## config.mk

```make
export PLATFORM = sky130hd
export DESIGN_NAME = flash_command_serializer
export DESIGN_NICKNAME = d
export VERILOG_FILES = /design/src/hw/rtl/fcs_pkg.sv /design/src/hw/rtl/fcs_sequencer.sv /design/src/hw/rtl/fcs_datapath.sv /design/src/hw/rtl/flash_command_serializer.sv
export VERILOG_INCLUDE_DIRS = /design/src /design/src/hw/rtl
export SDC_FILE = /design/constraint.sdc
export NUM_CORES = 1
export LEC_CHECK = 0
export BUFFER_PORTS_ARGS = -buffer_cell sky130_fd_sc_hd__buf_2
export CORE_ASPECT_RATIO = 1.5
export CORE_MARGIN = 2
export CORE_UTILIZATION = 56
export DETAILED_ROUTE_END_ITERATION = 6
export PLACE_DENSITY = 0.8
export SYNTH_ARGS = -nofsm -noshare
export SYNTH_HDL_FRONTEND = slang
export SYNTH_SLANG_ARGS = --single-unit
```

## constraint.sdc

```tcl
create_clock -name aclk -period 3.05 [get_ports aclk]
set_input_delay 0.1525 -clock aclk [delete_from_list [all_inputs] [get_ports aclk]]
set_output_delay 0.1525 -clock aclk [all_outputs]
set_load 0.01 [all_outputs]
```

## src/hw/rtl/flash_command_serializer_defines.svh

```systemverilog
// Assertion macros shared by the flash command serializer RTL.
// No dependencies; included by the modules that carry assertions.
`ifndef FLASH_COMMAND_SERIALIZER_DEFINES_SVH
`define FLASH_COMMAND_SERIALIZER_DEFINES_SVH

`ifndef SYNTH

// Clocked assertion that is switched off while reset is asserted.
`define FCS_ASSERT(lbl, clk, rst_n, prop, msg) \
    lbl: assert property (@(posedge clk) disable iff (!(rst_n)) (prop)) else $error(msg);

// Clocked assertion that is also checked during reset.
`define FCS_ASSERT_ALWAYS(lbl, clk, prop, msg) \
    lbl: assert property (@(posedge clk) (prop)) else $error(msg);

`else

`define FCS_ASSERT(lbl, clk, rst_n, prop, msg)
`define FCS_ASSERT_ALWAYS(lbl, clk, prop, msg)

`endif

`endif

```

## src/hw/rtl/fcs_pkg.sv

```systemverilog
// Shared types and constants of the flash command serializer.
// No dependencies; used by the sequencer, the datapath and the top level.
`default_nettype none

package fcs_pkg;

    // Field widths of the transfers.
    localparam int ACTION_W = 3;
    localparam int ADDR_W   = 21;
    localparam int BYTE_W   = 8;
    localparam int STEP_W   = 4;

    // Command codes carried in the action field.
    typedef enum logic [ACTION_W-1:0] {
        ACT_CHIP_ID    = 3'd0,
        ACT_CFI_QUERY  = 3'd1,
        ACT_READ_MODE  = 3'd2,
        ACT_PROGRAM    = 3'd3,
        ACT_ERASE      = 3'd4
    } action_t;

    // Position of a byte within the seven-byte bus write frame.
    typedef enum logic [2:0] {
        SLOT_HDR0   = 3'd0,
        SLOT_HDR1   = 3'd1,
        SLOT_HDR2   = 3'd2,
        SLOT_ADDR_H = 3'd3,
        SLOT_ADDR_M = 3'd4,
        SLOT_ADDR_L = 3'd5,
        SLOT_DATA   = 3'd6
    } byte_slot_t;

    // Address source of one bus write.
    typedef enum logic [1:0] {
        ASEL_UNLOCK_A = 2'd0,
        ASEL_UNLOCK_B = 2'd1,
        ASEL_TARGET   = 2'd2
    } addr_sel_t;

    // Data source of one bus write.
    typedef enum logic [3:0] {
        DSEL_UNLOCK_A = 4'd0,
        DSEL_UNLOCK_B = 4'd1,
        DSEL_CHIP_ID  = 4'd2,
        DSEL_CFI      = 4'd3,
        DSEL_RESET    = 4'd4,
        DSEL_PROGRAM  = 4'd5,
        DSEL_ERASE    = 4'd6,
        DSEL_CONFIRM  = 4'd7,
        DSEL_PDATA    = 4'd8
    } data_sel_t;

    // Sequencing op at the end of a bus write.
    typedef enum logic [1:0] {
        OP_NEXT     = 2'd0,
        OP_DISPATCH = 2'd1,
        OP_END      = 2'd2
    } seq_op_t;

    // One microcode control word.
    typedef struct packed {
        seq_op_t   op;
        addr_sel_t asel;
        data_sel_t dsel;
    } ucode_word_t;

    // Control from the sequencer to the datapath.
    typedef struct packed {
        logic       emit;
        logic       last;
        byte_slot_t slot;
        addr_sel_t  asel;
        data_sel_t  dsel;
    } fcs_ctrl_t;

    // Flash command constants.
    localparam logic [ADDR_W-1:0] UNLOCK_ADDR_A = 21'h000AAA;
    localparam logic [ADDR_W-1:0] UNLOCK_ADDR_B = 21'h000555;
    localparam logic [BYTE_W-1:0] UNLOCK_DATA_A = 8'hAA;
    localparam logic [BYTE_W-1:0] UNLOCK_DATA_B = 8'h55;
    localparam logic [BYTE_W-1:0] CMD_CHIP_ID   = 8'h90;
    localparam logic [BYTE_W-1:0] CMD_CFI       = 8'h98;
    localparam logic [BYTE_W-1:0] CMD_RESET     = 8'hF0;
    localparam logic [BYTE_W-1:0] CMD_PROGRAM   = 8'hA0;
    localparam logic [BYTE_W-1:0] CMD_ERASE     = 8'h80;
    localparam logic [BYTE_W-1:0] CMD_CONFIRM   = 8'h30;

    // Bridge frame header bytes.
    localparam logic [BYTE_W-1:0] HDR_BYTE0 = 8'h11;
    localparam logic [BYTE_W-1:0] HDR_BYTE1 = 8'h03;
    localparam logic [BYTE_W-1:0] HDR_BYTE2 = 8'h00;
    localparam logic [2:0]        ADDR_H_TAG = 3'b100;

endpackage

`default_nettype wire

```

## src/hw/rtl/fcs_sequencer.sv

```systemverilog
// Microcoded sequencer: control ROM, step counter and byte slot counter.
// Depends on fcs_pkg and flash_command_serializer_defines.svh.
`default_nettype none

`include "flash_command_serializer_defines.svh"

module fcs_sequencer (
    input  wire logic                            aclk,
    input  wire logic                            aresetn,
    input  wire logic                            start,
    input  wire logic [fcs_pkg::ACTION_W-1:0]    action,
    input  wire logic                            advance,
    output logic                                 busy,
    output fcs_pkg::fcs_ctrl_t                   ctrl
);

    // Control program: one word per bus write.
    function automatic fcs_pkg::ucode_word_t ucode_rom(input logic [fcs_pkg::STEP_W-1:0] step);
        fcs_pkg::ucode_word_t w;
        w = '{fcs_pkg::OP_END, fcs_pkg::ASEL_UNLOCK_A, fcs_pkg::DSEL_UNLOCK_A};
        case (step)
            4'd0:  w = '{fcs_pkg::OP_NEXT,     fcs_pkg::ASEL_UNLOCK_A, fcs_pkg::DSEL_UNLOCK_A};
            4'd1:  w = '{fcs_pkg::OP_DISPATCH, fcs_pkg::ASEL_UNLOCK_B, fcs_pkg::DSEL_UNLOCK_B};
            4'd2:  w = '{fcs_pkg::OP_END,      fcs_pkg::ASEL_UNLOCK_A, fcs_pkg::DSEL_CHIP_ID};
            4'd3:  w = '{fcs_pkg::OP_END,      fcs_pkg::ASEL_UNLOCK_A, fcs_pkg::DSEL_CFI};
            4'd4:  w = '{fcs_pkg::OP_END,      fcs_pkg::ASEL_UNLOCK_A, fcs_pkg::DSEL_RESET};
            4'd5:  w = '{fcs_pkg::OP_NEXT,     fcs_pkg::ASEL_UNLOCK_A, fcs_pkg::DSEL_PROGRAM};
            4'd6:  w = '{fcs_pkg::OP_END,      fcs_pkg::ASEL_TARGET,   fcs_pkg::DSEL_PDATA};
            4'd7:  w = '{fcs_pkg::OP_NEXT,     fcs_pkg::ASEL_UNLOCK_A, fcs_pkg::DSEL_ERASE};
            4'd8:  w = '{fcs_pkg::OP_NEXT,     fcs_pkg::ASEL_UNLOCK_A, fcs_pkg::DSEL_UNLOCK_A};
            4'd9:  w = '{fcs_pkg::OP_NEXT,     fcs_pkg::ASEL_UNLOCK_B, fcs_pkg::DSEL_UNLOCK_B};
            4'd10: w = '{fcs_pkg::OP_END,      fcs_pkg::ASEL_TARGET,   fcs_pkg::DSEL_CONFIRM};
            default: w = '{fcs_pkg::OP_END,    fcs_pkg::ASEL_UNLOCK_A, fcs_pkg::DSEL_UNLOCK_A};
        endcase
        return w;
    endfunction

    // Entry step of each command after the shared unlock pair.
    function automatic logic [fcs_pkg::STEP_W-1:0] entry_step(input logic [fcs_pkg::ACTION_W-1:0] act);
        logic [fcs_pkg::STEP_W-1:0] s;
        s = 4'd2;
        case (act)
            fcs_pkg::ACT_CHIP_ID:   s = 4'd2;
            fcs_pkg::ACT_CFI_QUERY: s = 4'd3;
            fcs_pkg::ACT_READ_MODE: s = 4'd4;
            fcs_pkg::ACT_PROGRAM:   s = 4'd5;
            fcs_pkg::ACT_ERASE:     s = 4'd7;
            default:                s = 4'd2;
        endcase
        return s;
    endfunction

    logic                          busy_reg, busy_next;
    logic [fcs_pkg::STEP_W-1:0]    step_reg, step_next;
    fcs_pkg::byte_slot_t           slot_reg, slot_next;
    logic [fcs_pkg::ACTION_W-1:0]  action_reg, action_next;
    fcs_pkg::ucode_word_t          uword;
    logic                          cmd_known;
    logic                          emit;

    assign uword     = ucode_rom(step_reg);
    assign cmd_known = (action == fcs_pkg::ACT_CHIP_ID) || (action == fcs_pkg::ACT_CFI_QUERY) ||
                       (action == fcs_pkg::ACT_READ_MODE) || (action == fcs_pkg::ACT_PROGRAM) ||
                       (action == fcs_pkg::ACT_ERASE);
    assign emit      = busy_reg && advance;

    // Step and slot sequencing; unknown commands are dropped at the start.
    always_comb begin
        busy_next   = busy_reg;
        step_next   = step_reg;
        slot_next   = slot_reg;
        action_next = action_reg;
        if (start && !busy_reg) begin
            if (cmd_known) begin
                busy_next   = 1'b1;
                step_next   = '0;
                slot_next   = fcs_pkg::SLOT_HDR0;
                action_next = action;
            end
        end else if (emit) begin
            if (slot_reg == fcs_pkg::SLOT_DATA) begin
                slot_next = fcs_pkg::SLOT_HDR0;
                case (uword.op)
                    fcs_pkg::OP_NEXT:     step_next = step_reg + 4'd1;
                    fcs_pkg::OP_DISPATCH: step_next = entry_step(action_reg);
                    fcs_pkg::OP_END:      busy_next = 1'b0;
                    default:              busy_next = 1'b0;
                endcase
            end else begin
                slot_next = fcs_pkg::byte_slot_t'(slot_reg + 3'd1);
            end
        end
    end

    always_ff @(posedge aclk) begin
        if (!aresetn) begin
            busy_reg   <= 1'b0;
            step_reg   <= '0;
            slot_reg   <= fcs_pkg::SLOT_HDR0;
            action_reg <= '0;
        end else begin
            busy_reg   <= busy_next;
            step_reg   <= step_next;
            slot_reg   <= slot_next;
            action_reg <= action_next;
        end
    end

    // Control toward the datapath.
    assign busy      = busy_reg;
    assign ctrl.emit = emit;
    assign ctrl.last = (slot_reg == fcs_pkg::SLOT_DATA) && (uword.op == fcs_pkg::OP_END);
    assign ctrl.slot = slot_reg;
    assign ctrl.asel = uword.asel;
    assign ctrl.dsel = uword.dsel;

    // The final byte of a command frees the sequencer.
    `FCS_ASSERT(a_last_ends, aclk, aresetn, emit && ctrl.last |=> !busy_reg, "busy after last byte")
    // A byte is only marked last in the data slot of a bus write.
    `FCS_ASSERT(a_last_slot, aclk, aresetn, ctrl.last |-> slot_reg == fcs_pkg::SLOT_DATA, "last outside data slot")
    // The step counter stays inside the control program.
    `FCS_ASSERT(a_step_range, aclk, aresetn, busy_reg |-> step_reg <= 4'd10, "step out of program")
    // Without a byte going out the position in the program holds.
    `FCS_ASSERT(a_hold, aclk, aresetn, busy_reg && !advance |=> $stable(step_reg) && $stable(slot_reg), "step moved while stalled")

endmodule

`default_nettype wire

```

## src/hw/rtl/fcs_datapath.sv

```systemverilog
// Datapath: operand registers, byte formatter and output register.
// Depends on fcs_pkg and flash_command_serializer_defines.svh.
`default_nettype none

`include "flash_command_serializer_defines.svh"

module fcs_datapath #(
    parameter int ADDR_BITS = 21
) (
    input  wire logic                          aclk,
    input  wire logic                          aresetn,
    input  wire logic                          load,
    input  wire logic [fcs_pkg::ADDR_W-1:0]    target_address,
    input  wire logic [fcs_pkg::BYTE_W-1:0]    program_data,
    input  wire logic                          reverse_data,
    input  wire fcs_pkg::fcs_ctrl_t            ctrl,
    output logic                               out_free,
    output logic                               m_tvalid,
    input  wire logic                          m_tready,
    output logic [fcs_pkg::BYTE_W-1:0]         m_tdata,
    output logic                               m_tlast
);

    localparam logic [fcs_pkg::ADDR_W-1:0] ADDR_MASK =
        fcs_pkg::ADDR_W'((64'd1 << ADDR_BITS) - 64'd1);

    // Bit-order reversal of one byte.
    function automatic logic [fcs_pkg::BYTE_W-1:0] rev8(input logic [fcs_pkg::BYTE_W-1:0] v);
        logic [fcs_pkg::BYTE_W-1:0] r;
        for (int i = 0; i < fcs_pkg::BYTE_W; i++) begin
            r[i] = v[fcs_pkg::BYTE_W-1-i];
        end
        return r;
    endfunction

    logic [fcs_pkg::ADDR_W-1:0] target_reg;
    logic [fcs_pkg::BYTE_W-1:0] pdata_reg;
    logic                       m_tvalid_reg, m_tvalid_next;
    logic [fcs_pkg::BYTE_W-1:0] m_tdata_reg;
    logic                       m_tlast_reg;
    logic [fcs_pkg::ADDR_W-1:0] addr;
    logic [fcs_pkg::BYTE_W-1:0] data;
    logic [fcs_pkg::BYTE_W-1:0] byte_val;

    // Operands captured with the command transfer.
    always_ff @(posedge aclk) begin
        if (load) begin
            target_reg <= target_address & ADDR_MASK;
            pdata_reg  <= program_data;
        end
    end

    // Address and data of the current bus write.
    always_comb begin
        case (ctrl.asel)
            fcs_pkg::ASEL_UNLOCK_A: addr = fcs_pkg::UNLOCK_ADDR_A;
            fcs_pkg::ASEL_UNLOCK_B: addr = fcs_pkg::UNLOCK_ADDR_B;
            fcs_pkg::ASEL_TARGET:   addr = target_reg;
            default:                addr = fcs_pkg::UNLOCK_ADDR_A;
        endcase
        case (ctrl.dsel)
            fcs_pkg::DSEL_UNLOCK_A: data = fcs_pkg::UNLOCK_DATA_A;
            fcs_pkg::DSEL_UNLOCK_B: data = fcs_pkg::UNLOCK_DATA_B;
            fcs_pkg::DSEL_CHIP_ID:  data = fcs_pkg::CMD_CHIP_ID;
            fcs_pkg::DSEL_CFI:      data = fcs_pkg::CMD_CFI;
            fcs_pkg::DSEL_RESET:    data = fcs_pkg::CMD_RESET;
            fcs_pkg::DSEL_PROGRAM:  data = fcs_pkg::CMD_PROGRAM;
            fcs_pkg::DSEL_ERASE:    data = fcs_pkg::CMD_ERASE;
            fcs_pkg::DSEL_CONFIRM:  data = fcs_pkg::CMD_CONFIRM;
            fcs_pkg::DSEL_PDATA:    data = reverse_data ? rev8(pdata_reg) : pdata_reg;
            default:                data = fcs_pkg::UNLOCK_DATA_A;
        endcase
    end

    // Byte of the bridge frame at the current slot.
    always_comb begin
        case (ctrl.slot)
            fcs_pkg::SLOT_HDR0:   byte_val = fcs_pkg::HDR_BYTE0;
            fcs_pkg::SLOT_HDR1:   byte_val = fcs_pkg::HDR_BYTE1;
            fcs_pkg::SLOT_HDR2:   byte_val = fcs_pkg::HDR_BYTE2;
            fcs_pkg::SLOT_ADDR_H: byte_val = {fcs_pkg::ADDR_H_TAG, addr[20:16]};
            fcs_pkg::SLOT_ADDR_M: byte_val = addr[15:8];
            fcs_pkg::SLOT_ADDR_L: byte_val = addr[7:0];
            fcs_pkg::SLOT_DATA:   byte_val = data;
            default:              byte_val = data;
        endcase
    end

    // Output register: refilled whenever it is empty or being drained.
    assign out_free = !m_tvalid_reg || m_tready;

    always_comb begin
        m_tvalid_next = m_tvalid_reg;
        if (ctrl.emit) begin
            m_tvalid_next = 1'b1;
        end else if (m_tready) begin
            m_tvalid_next = 1'b0;
        end
    end

    always_ff @(posedge aclk) begin
        if (!aresetn) begin
            m_tvalid_reg <= 1'b0;
        end else begin
            m_tvalid_reg <= m_tvalid_next;
        end
    end

    always_ff @(posedge aclk) begin
        if (ctrl.emit) begin
            m_tdata_reg <= byte_val;
            m_tlast_reg <= ctrl.last;
        end
    end

    assign m_tvalid = m_tvalid_reg;
    assign m_tdata  = m_tdata_reg;
    assign m_tlast  = m_tlast_reg;

    // A byte is only produced into a free output register.
    `FCS_ASSERT(a_emit_free, aclk, aresetn, ctrl.emit |-> out_free, "byte produced into full register")
    // A produced byte is offered in the next cycle.
    `FCS_ASSERT(a_emit_valid, aclk, aresetn, ctrl.emit |=> m_tvalid_reg, "produced byte not offered")
    // Operands are not reloaded while a command is being sent.
    `FCS_ASSERT(a_load_idle, aclk, aresetn, load |-> !ctrl.emit, "operands reloaded mid command")

endmodule

`default_nettype wire

```

## src/hw/rtl/flash_command_serializer.sv

```systemverilog
// Top level of the flash command serializer.
// Depends on fcs_pkg, fcs_sequencer and fcs_datapath.
`default_nettype none

// Takes one flash command per input transfer and sends it to a serial bridge as a byte
// stream, one byte per output transfer, with m_tlast on the final byte. Every flash bus
// write goes out as a seven-byte frame; a command is 3 writes (21 bytes) for chip-ID entry,
// CFI query entry and read mode, 4 writes (28 bytes) for program byte and 6 writes
// (42 bytes) for block erase. An 11-word control ROM stepped by a write counter and a
// byte-slot counter produces one byte per clock into a single output register while the
// sink does not stall it; while the sink stalls a full output register, the sequencer
// holds its place in the program.
// The next command is taken in the cycle after its predecessor's last byte enters the
// output register. Actions 5 to 7 are accepted and dropped without output. The register
// written through cfg_we selects bit-reversal of the program data byte (reset: on).

module flash_command_serializer #(
    parameter int ADDR_BITS = 21
) (
    input  wire logic        aclk,
    input  wire logic        aresetn,
    // Configuration write port.
    input  wire logic        cfg_we,
    input  wire logic        cfg_wdata,     // reverse_program_data
    // Command input channel.
    input  wire logic        s_tvalid,
    output logic             s_tready,
    input  wire logic [31:0] s_tdata,       // action[2:0], target_address[23:3], program_data[31:24]
    // Byte output channel.
    output logic             m_tvalid,
    input  wire logic        m_tready,
    output logic [7:0]       m_tdata,       // out_byte[7:0]
    output logic             m_tlast
);

    logic               reverse_reg;
    logic               busy;
    logic               accept;
    logic               out_free;
    fcs_pkg::fcs_ctrl_t ctrl;

    // Configuration register.
    always_ff @(posedge aclk) begin
        if (!aresetn) begin
            reverse_reg <= 1'b1;
        end else if (cfg_we) begin
            reverse_reg <= cfg_wdata;
        end
    end

    // A command transfer is taken whenever no command is in progress.
    assign s_tready = !busy;
    assign accept   = s_tvalid && s_tready;

    fcs_sequencer u_seq (
        .aclk    (aclk),
        .aresetn (aresetn),
        .start   (accept),
        .action  (s_tdata[2:0]),
        .advance (out_free),
        .busy    (busy),
        .ctrl    (ctrl)
    );

    fcs_datapath #(
        .ADDR_BITS (ADDR_BITS)
    ) u_dp (
        .aclk           (aclk),
        .aresetn        (aresetn),
        .load           (accept),
        .target_address (s_tdata[23:3]),
        .program_data   (s_tdata[31:24]),
        .reverse_data   (reverse_reg),
        .ctrl           (ctrl),
        .out_free       (out_free),
        .m_tvalid       (m_tvalid),
        .m_tready       (m_tready),
        .m_tdata        (m_tdata),
        .m_tlast        (m_tlast)
    );

endmodule

`default_nettype wire

```

==> results of run 1 <==
metal layers:
| layer | share of wire [%] | routed length [um] |
|---|---|---|
| met3 | 4.8 | 299 |
| met1 | 38 | 2410 |
| met2 | 53 | 3360 |
| met4 | 3.6 | 225 |
| met5 | 0 | 0 |
cells in the mapped netlist (all sizes together) (2+ instances only):
| library cell | instances | share of area [%] |
|---|---|---|
| mux2i | 12 | 4.2 |
| o22ai | 2 | 0.44 |
| nand2 | 21 | 2.8 |
| ha | 8 | 3.5 |
| o32a | 3 | 1.1 |
| and2 | 4 | 0.88 |
| nor3 | 6 | 1.1 |
| or2 | 2 | 0.44 |
| a21oi | 15 | 2.6 |
| dfxtp | 21 | 15 |
| mux2 | 3 | 1.2 |
| a31oi | 2 | 0.44 |
| inv | 13 | 1.7 |
| nand2b | 5 | 1.1 |
| buf | 3 | 0.57 |
| a32oi | 4 | 1.2 |
| o221ai | 2 | 0.84 |
| o31ai | 3 | 0.79 |
| nand3 | 9 | 1.6 |
| edfxtp | 38 | 40 |
| or2b | 2 | 0.53 |
| nor3b | 6 | 1.6 |
| nor2 | 16 | 2.1 |
| nor2b | 6 | 1.3 |
| o21ai | 17 | 3.0 |
| or3 | 2 | 0.44 |
| a21boi | 9 | 2.8 |
| clkbuf | 9 | 1.2 |
kinds of logic (layout without fill, tap and decap cells):
group                      after synthesis  after routing
AOI/OAI and AO/OA                       66             66
xor gates and xnor gates                 1              1
adders and majority gates                8              8
buffers and inverters                   25            107
DFF                                     59             59
muxes                                   15             15
and+or+nand+nor                         85             85
area by class of cell:
cell class,count,share of cell area [%]
sequential,59,43.4
multi-input combinational,175,33.0
timing repair buffer,78,15.0
clock buffer,11,3.65
tap,66,2.30
inverter,13,1.36
clock inverter,5,1.29
worst paths after layout:
path                             from             endpoint  slack (ns)  cells past startpoint
setup / recovery    u_seq.slot_reg[0]       u_seq.uword[6]        0.57                      8
hold / removal              cfg_wdata          reverse_reg        0.04                      3
setup reg to reg    u_seq.slot_reg[0]       u_seq.uword[6]        0.57                      8
hold reg to reg   u_seq.action_reg[1]  u_seq.action_reg[1]        0.50                      2
critical path, delay by kind of cell (launching register included):
family	cells	cell delay, ns
AO/OA/AOI/OAI	1	0.31
adder cells (fa/ha/maj)	1	0.19
buffers and inverters	1	0.13
flip-flops	1	0.47
AND/OR/NAND/NOR	5	1.25
power by group through the flow:
stage | clock (mW) | sequential, mW | combinational, mW
after floorplan | 0 | 0.928 | 0.0738
after global placement | 0 | 0.935 | 0.119
after detailed placement | 0 | 0.937 | 0.121
after CTS | 0.662 | 0.920 | 0.150
after global routing | 0.695 | 0.926 | 0.167
final | 0.660 | 0.922 | 0.152
metrics by stage:
step / instance area (um^2) / utilization [%] / instances / total power [mW]
after detailed placement: 3130 / 64.5 / 362 / 1.06
after global routing: 3590 / 74.1 / 407 / 1.79
final: 3590 / 74.1 / 407 / 1.73
after global placement: 3130 / 64.5 / 362 / 1.05
after CTS: 3590 / 74.1 / 407 / 1.73
after floorplan: 2850 / - / 259 / 1.00
timing repair:
item / in CTS / in global routing
hold buffers: 29 / 0
buffers inserted: 0 / 0
hold endpoints to repair: 29 / 0
==> results.json, run 1 <==
{
  "status": "finished, final reports clean",
  "floorplan.initialDensity_pct": 58.7,
  "wire_per_inst_um": 15.5,
  "syn_area_mm2": 0.00285,
  "clock_latency_ns": 0.34,
  "antenna_left": 0,
  "min_path_type": "primary input to register",
  "yosys-mux-area-fraction_pct": 5.41,
  "cts_sinks": 59,
  "antenna_cells": 0,
  "setup_ws_ns": 0.569,
  "cellInternalPower_mw": 1.34,
  "endpoint_kind": "register",
  "async_flop_share_pct": 0,
  "hold_viol_final": 0,
  "io_pins": 49,
  "numCtsBuffers": 9,
  "tns_ns": 0,
  "cp_data_required_time_ns": 3.26,
  "synthSimpleGateAreaFrac_pct": 16.4,
  "ir_drop_v": 0.000413,
  "worst_pin_slew_ns": 0.622,
  "dieArea_mm2": 0.00568,
  "grtUsageTotal_pct": 23.7,
  "grt_max_degree": 25,
  "synth_ff_type": "edfxtp_1",
  "drive_above_1_share_pct": 21.1,
  "fin_nets": 382,
  "path_cells": "and3b_4 > nand4b_4 > or3_1 > a21boi_1 > inv_1 > ha_1 > and2_1 > nor2b_1",
  "maxSlewHeadroom_pct": 58.5,
  "post_drt_via_cell_ratio": 5.62,
  "rsz0062_at_grt": "false",
  "htree_levels": 3,
  "dp_slack_ns": 0.578,
  "hpwl_um": 4100,
  "grt_pass1_vias": 2335,
  "final.min_clock_period_ns": 2.48,
  "grt_busiest_layer": "met2",
  "seq_power_share_pct": 53.1,
  "clock_path_buffers": 2,
  "seq_area_mm2": 0.00156,
  "fillCellCount": 338,
  "grtUsageMet2_pct": 42.5,
  "cp_slowest_stage_delay_ns": 0.47,
  "p_comb_share_pct": 8.8,
  "cellPowerDensity_mw_per_mm2": 483,
  "gp_congestion": 0.895,
  "critPathKind": "register to register",
  "drc": 0,
  "first_iter_violations": 149,
  "synthAdderAreaFrac_pct": 3.52,
  "vias": 2288,
  "finalSetupViolations": 0,
  "p_leak_nw": 1.37,
  "synthCells": 259,
  "grt_overflow_total": 0,
  "die_height_um": 91.3,
  "portBuffers": 48,
  "synth_nets": 305,
  "drt-total-wl_um": 6290,
  "cts_resized": 0,
  "synth_top_family_by_area": "simple AND/OR/NAND/NOR gates",
  "grt_pass1_wl_um": 10400,
  "start_kind": "register",
  "core_area_mm2": 0.00485,
  "synth-seq-area-share_pct": 54.9,
  "ys_warn_count": 0,
  "drv_cap": 0,
  "antenna_found_initial": 0,
  "largest_reg_flops": 21,
  "ys_ff_latch": 59,
  "synth_xor_area_share_pct": 0.308,
  "p_sw_share_pct": 22.6,
  "synth-edff-count": 38,
  "grt_use_met3_pct": 5.08,
  "multi_input_area_mm2": 0.00119,
  "finalCritPeriodShare_pct": 81.3,
  "rows": 31,
  "met1_usage_pct": 25.9,
  "crit_slowest_cell": "dfxtp_1",
  "cts_tree": "built",
  "p_switching_uw": 392,
  "final_common_cell": "buf_2",
  "crit_arrival_ns": 2.69,
  "drt_pass1_iterations": 5,
  "slew_violations": 0,
  "die_w_um": 62.2,
  "cts_root_buf": "clkbuf_8",
  "syn_to_final_growth_pct": 26.3,
  "pwr-share-clk_pct": 38.1,
  "layout_common_cells": "48 x buf_2, 38 x edfxtp_1, 29 x dlygate4sd3_1",
  "whs_ns": 0.0355,
  "ys_types": 50,
  "synth_compound_area_share_pct": 16.1,
  "cp_max_fo": 14,
  "syn_avg_cell_area_um2": 11.0,
  "fmax_ghz": 0.403,
  "clk_pin_slew_ns": 0.06,
  "clock_skew_ns": 0.00956
}
(Power assumes the default switching activity.)
==> inputs of run 2 (changes only) <==
Clock period 3.05 ns to 2.36 ns, I/O delays scaled along.
==> run 2 against run 1 <==
Compared with the run above: routed wire length down 2.2%; utilization is 1.2 points higher; non-clock buffer count increased by 9; hold slack lost 0.015 ns; largest power group unchanged; die area unchanged; clock skew grew 0.0031 ns; clock power rose by 18%; worst setup slack got worse by 0.39 ns; critical path type unchanged; critical path depth unchanged; first-iteration DRC count is 22% lower; flip-flop and latch count unchanged.
==> results.json, run 2 (same netlist as run 1, synthesis figures left out) <==
{
  "status": "finished, final reports clean",
  "fmax_ghz": 0.459,
  "die_w_um": 62.2,
  "grtUsageTotal_pct": 23.4,
  "tns_ns": 0,
  "cts_sinks": 59,
  "hold_depth": 3,
  "wire_per_inst_um": 14.8,
  "drv_cap": 0,
  "first_iter_violations": 116,
  "cts_tree": "built",
  "rr_worst_depth": 8,
  "maxSlewHeadroom_pct": 69.3,
  "clock_path_buffers": 2,
  "min_path_type": "primary input to register",
  "fillCellCount": 320,
  "final_common_cell": "buf_2",
  "finalSetupViolations": 0,
  "antenna_left": 0,
  "drc": 0,
  "fin_nets": 391,
  "floorplan.initialDensity_pct": 58.7,
  "portBuffers": 48,
  "critPathKind": "register to register",
  "clock_skew_ns": 0.0127,
  "rsz0062_at_grt": "false",
  "crit_arrival_ns": 2.38,
  "hpwl_um": 4100,
  "syn_to_final_growth_pct": 28.3,
  "seq_area_mm2": 0.00156,
  "slew_violations": 0,
  "layout_common_cells": "48 x buf_2, 38 x edfxtp_1, 30 x dlygate4sd3_1",
  "post_drt_via_cell_ratio": 5.61,
  "cts_root_buf": "clkbuf_8",
  "final.min_clock_period_ns": 2.18,
  "worst_pin_slew_ns": 0.461,
  "drive_above_1_share_pct": 23.4,
  "grt_overflow_total": 0,
  "clock_latency_ns": 0.34,
  "clk_pin_slew_ns": 0.06,
  "die_height_um": 91.3,
  "cp_data_required_time_ns": 2.56,
  "finalCritPeriodShare_pct": 92.3,
  "antenna_found_initial": 0,
  "endpoint_kind": "register",
  "multi_input_area_mm2": 0.00119,
  "htree_levels": 3,
  "grt_pass1_wl_um": 10300,
  "drt-total-wl_um": 6150,
  "hold_viol_final": 0,
  "cts_resized": 0,
  "largest_reg_flops": 21,
  "vias": 2335,
  "antenna_cells": 0,
  "grt_max_degree": 21,
  "rows": 31,
  "io_pins": 49,
  "numCtsBuffers": 9,
  "cellPowerDensity_mw_per_mm2": 595,
  "p_leak_nw": 1.42,
  "ir_drop_v": 0.000475,
  "core_area_mm2": 0.00485,
  "cp_max_fo": 8,
  "dp_slack_ns": 0.183,
  "grt_pass1_vias": 2301,
  "setup_ws_ns": 0.182,
  "drt_pass1_iterations": 5,
  "dieArea_mm2": 0.00568,
  "start_kind": "register",
  "gp_congestion": 0.886
}
run 2: layout make-up:
cell class | count | area share (%)
Timing Repair Buffer | 87 | 16.7
Clock inverter | 4 | 0.514
Tap cell | 66 | 2.26
Sequential cell | 59 | 42.8
Clock buffer | 12 | 3.98
Multi-Input combinational cell | 175 | 32.5
Inverter | 13 | 1.34
run 2: what timing repair did:
item | CTS | global route
buffers inserted | 0 | 0
hold endpoints to repair | 30 | 0
hold buffers | 30 | 0
run 2: power by group:
group	switching [mW]	internal (mW)	leakage [nW]
registers	0.0234	1.16	0.532
logic	0.102	0.109	0.796
clock network	0.378	0.401	0.0876
total	0.504	1.67	1.42
run 2: stage by stage:
step	std cells	instance area [um^2]	power (mW)	hold WS [ns]	util, %
floorplan	259	2850	1.29	0.217	-
global route	416	3650	2.24	0.0532	75.3
detailed placement	370	3190	1.37	0.296	65.7
global placement	370	3190	1.37	0.295	65.7
CTS	416	3650	2.18	0.00941	75.3
finish	416	3650	2.17	0.0208	75.3
run 2: critical path: stages (launching register included):
cell and delay, ns:
dfxtp_1 0.39, nand2b_1 0.32, nor3_1 0.12, or4b_4 0.52, a21boi_4 0.23, inv_1 0.07, ha_1 0.22, nand3_1 0.08
o21ai_0 0.08
run 2: path summary, 6_finish.rpt:
check / slack [ns] / end / from
setup / recovery: 0.18 / u_seq.uword[1] / u_seq.uword[7]
hold / removal: 0.02 / reverse_reg / cfg_we
setup reg to reg: 0.18 / u_seq.uword[1] / u_seq.uword[7]
hold reg to reg: 0.49 / u_seq.action_reg[1] / u_seq.action_reg[1]
run 2: per-layer routing:
metal  up-vias  global-route usage, %  wire [um]
met5         -                      0          0
met4         0                   15.4        244
met3        27                   4.71        282
met2        77                   40.9       3260
met1      1098                   25.5       2370
li1       1133                      -          -
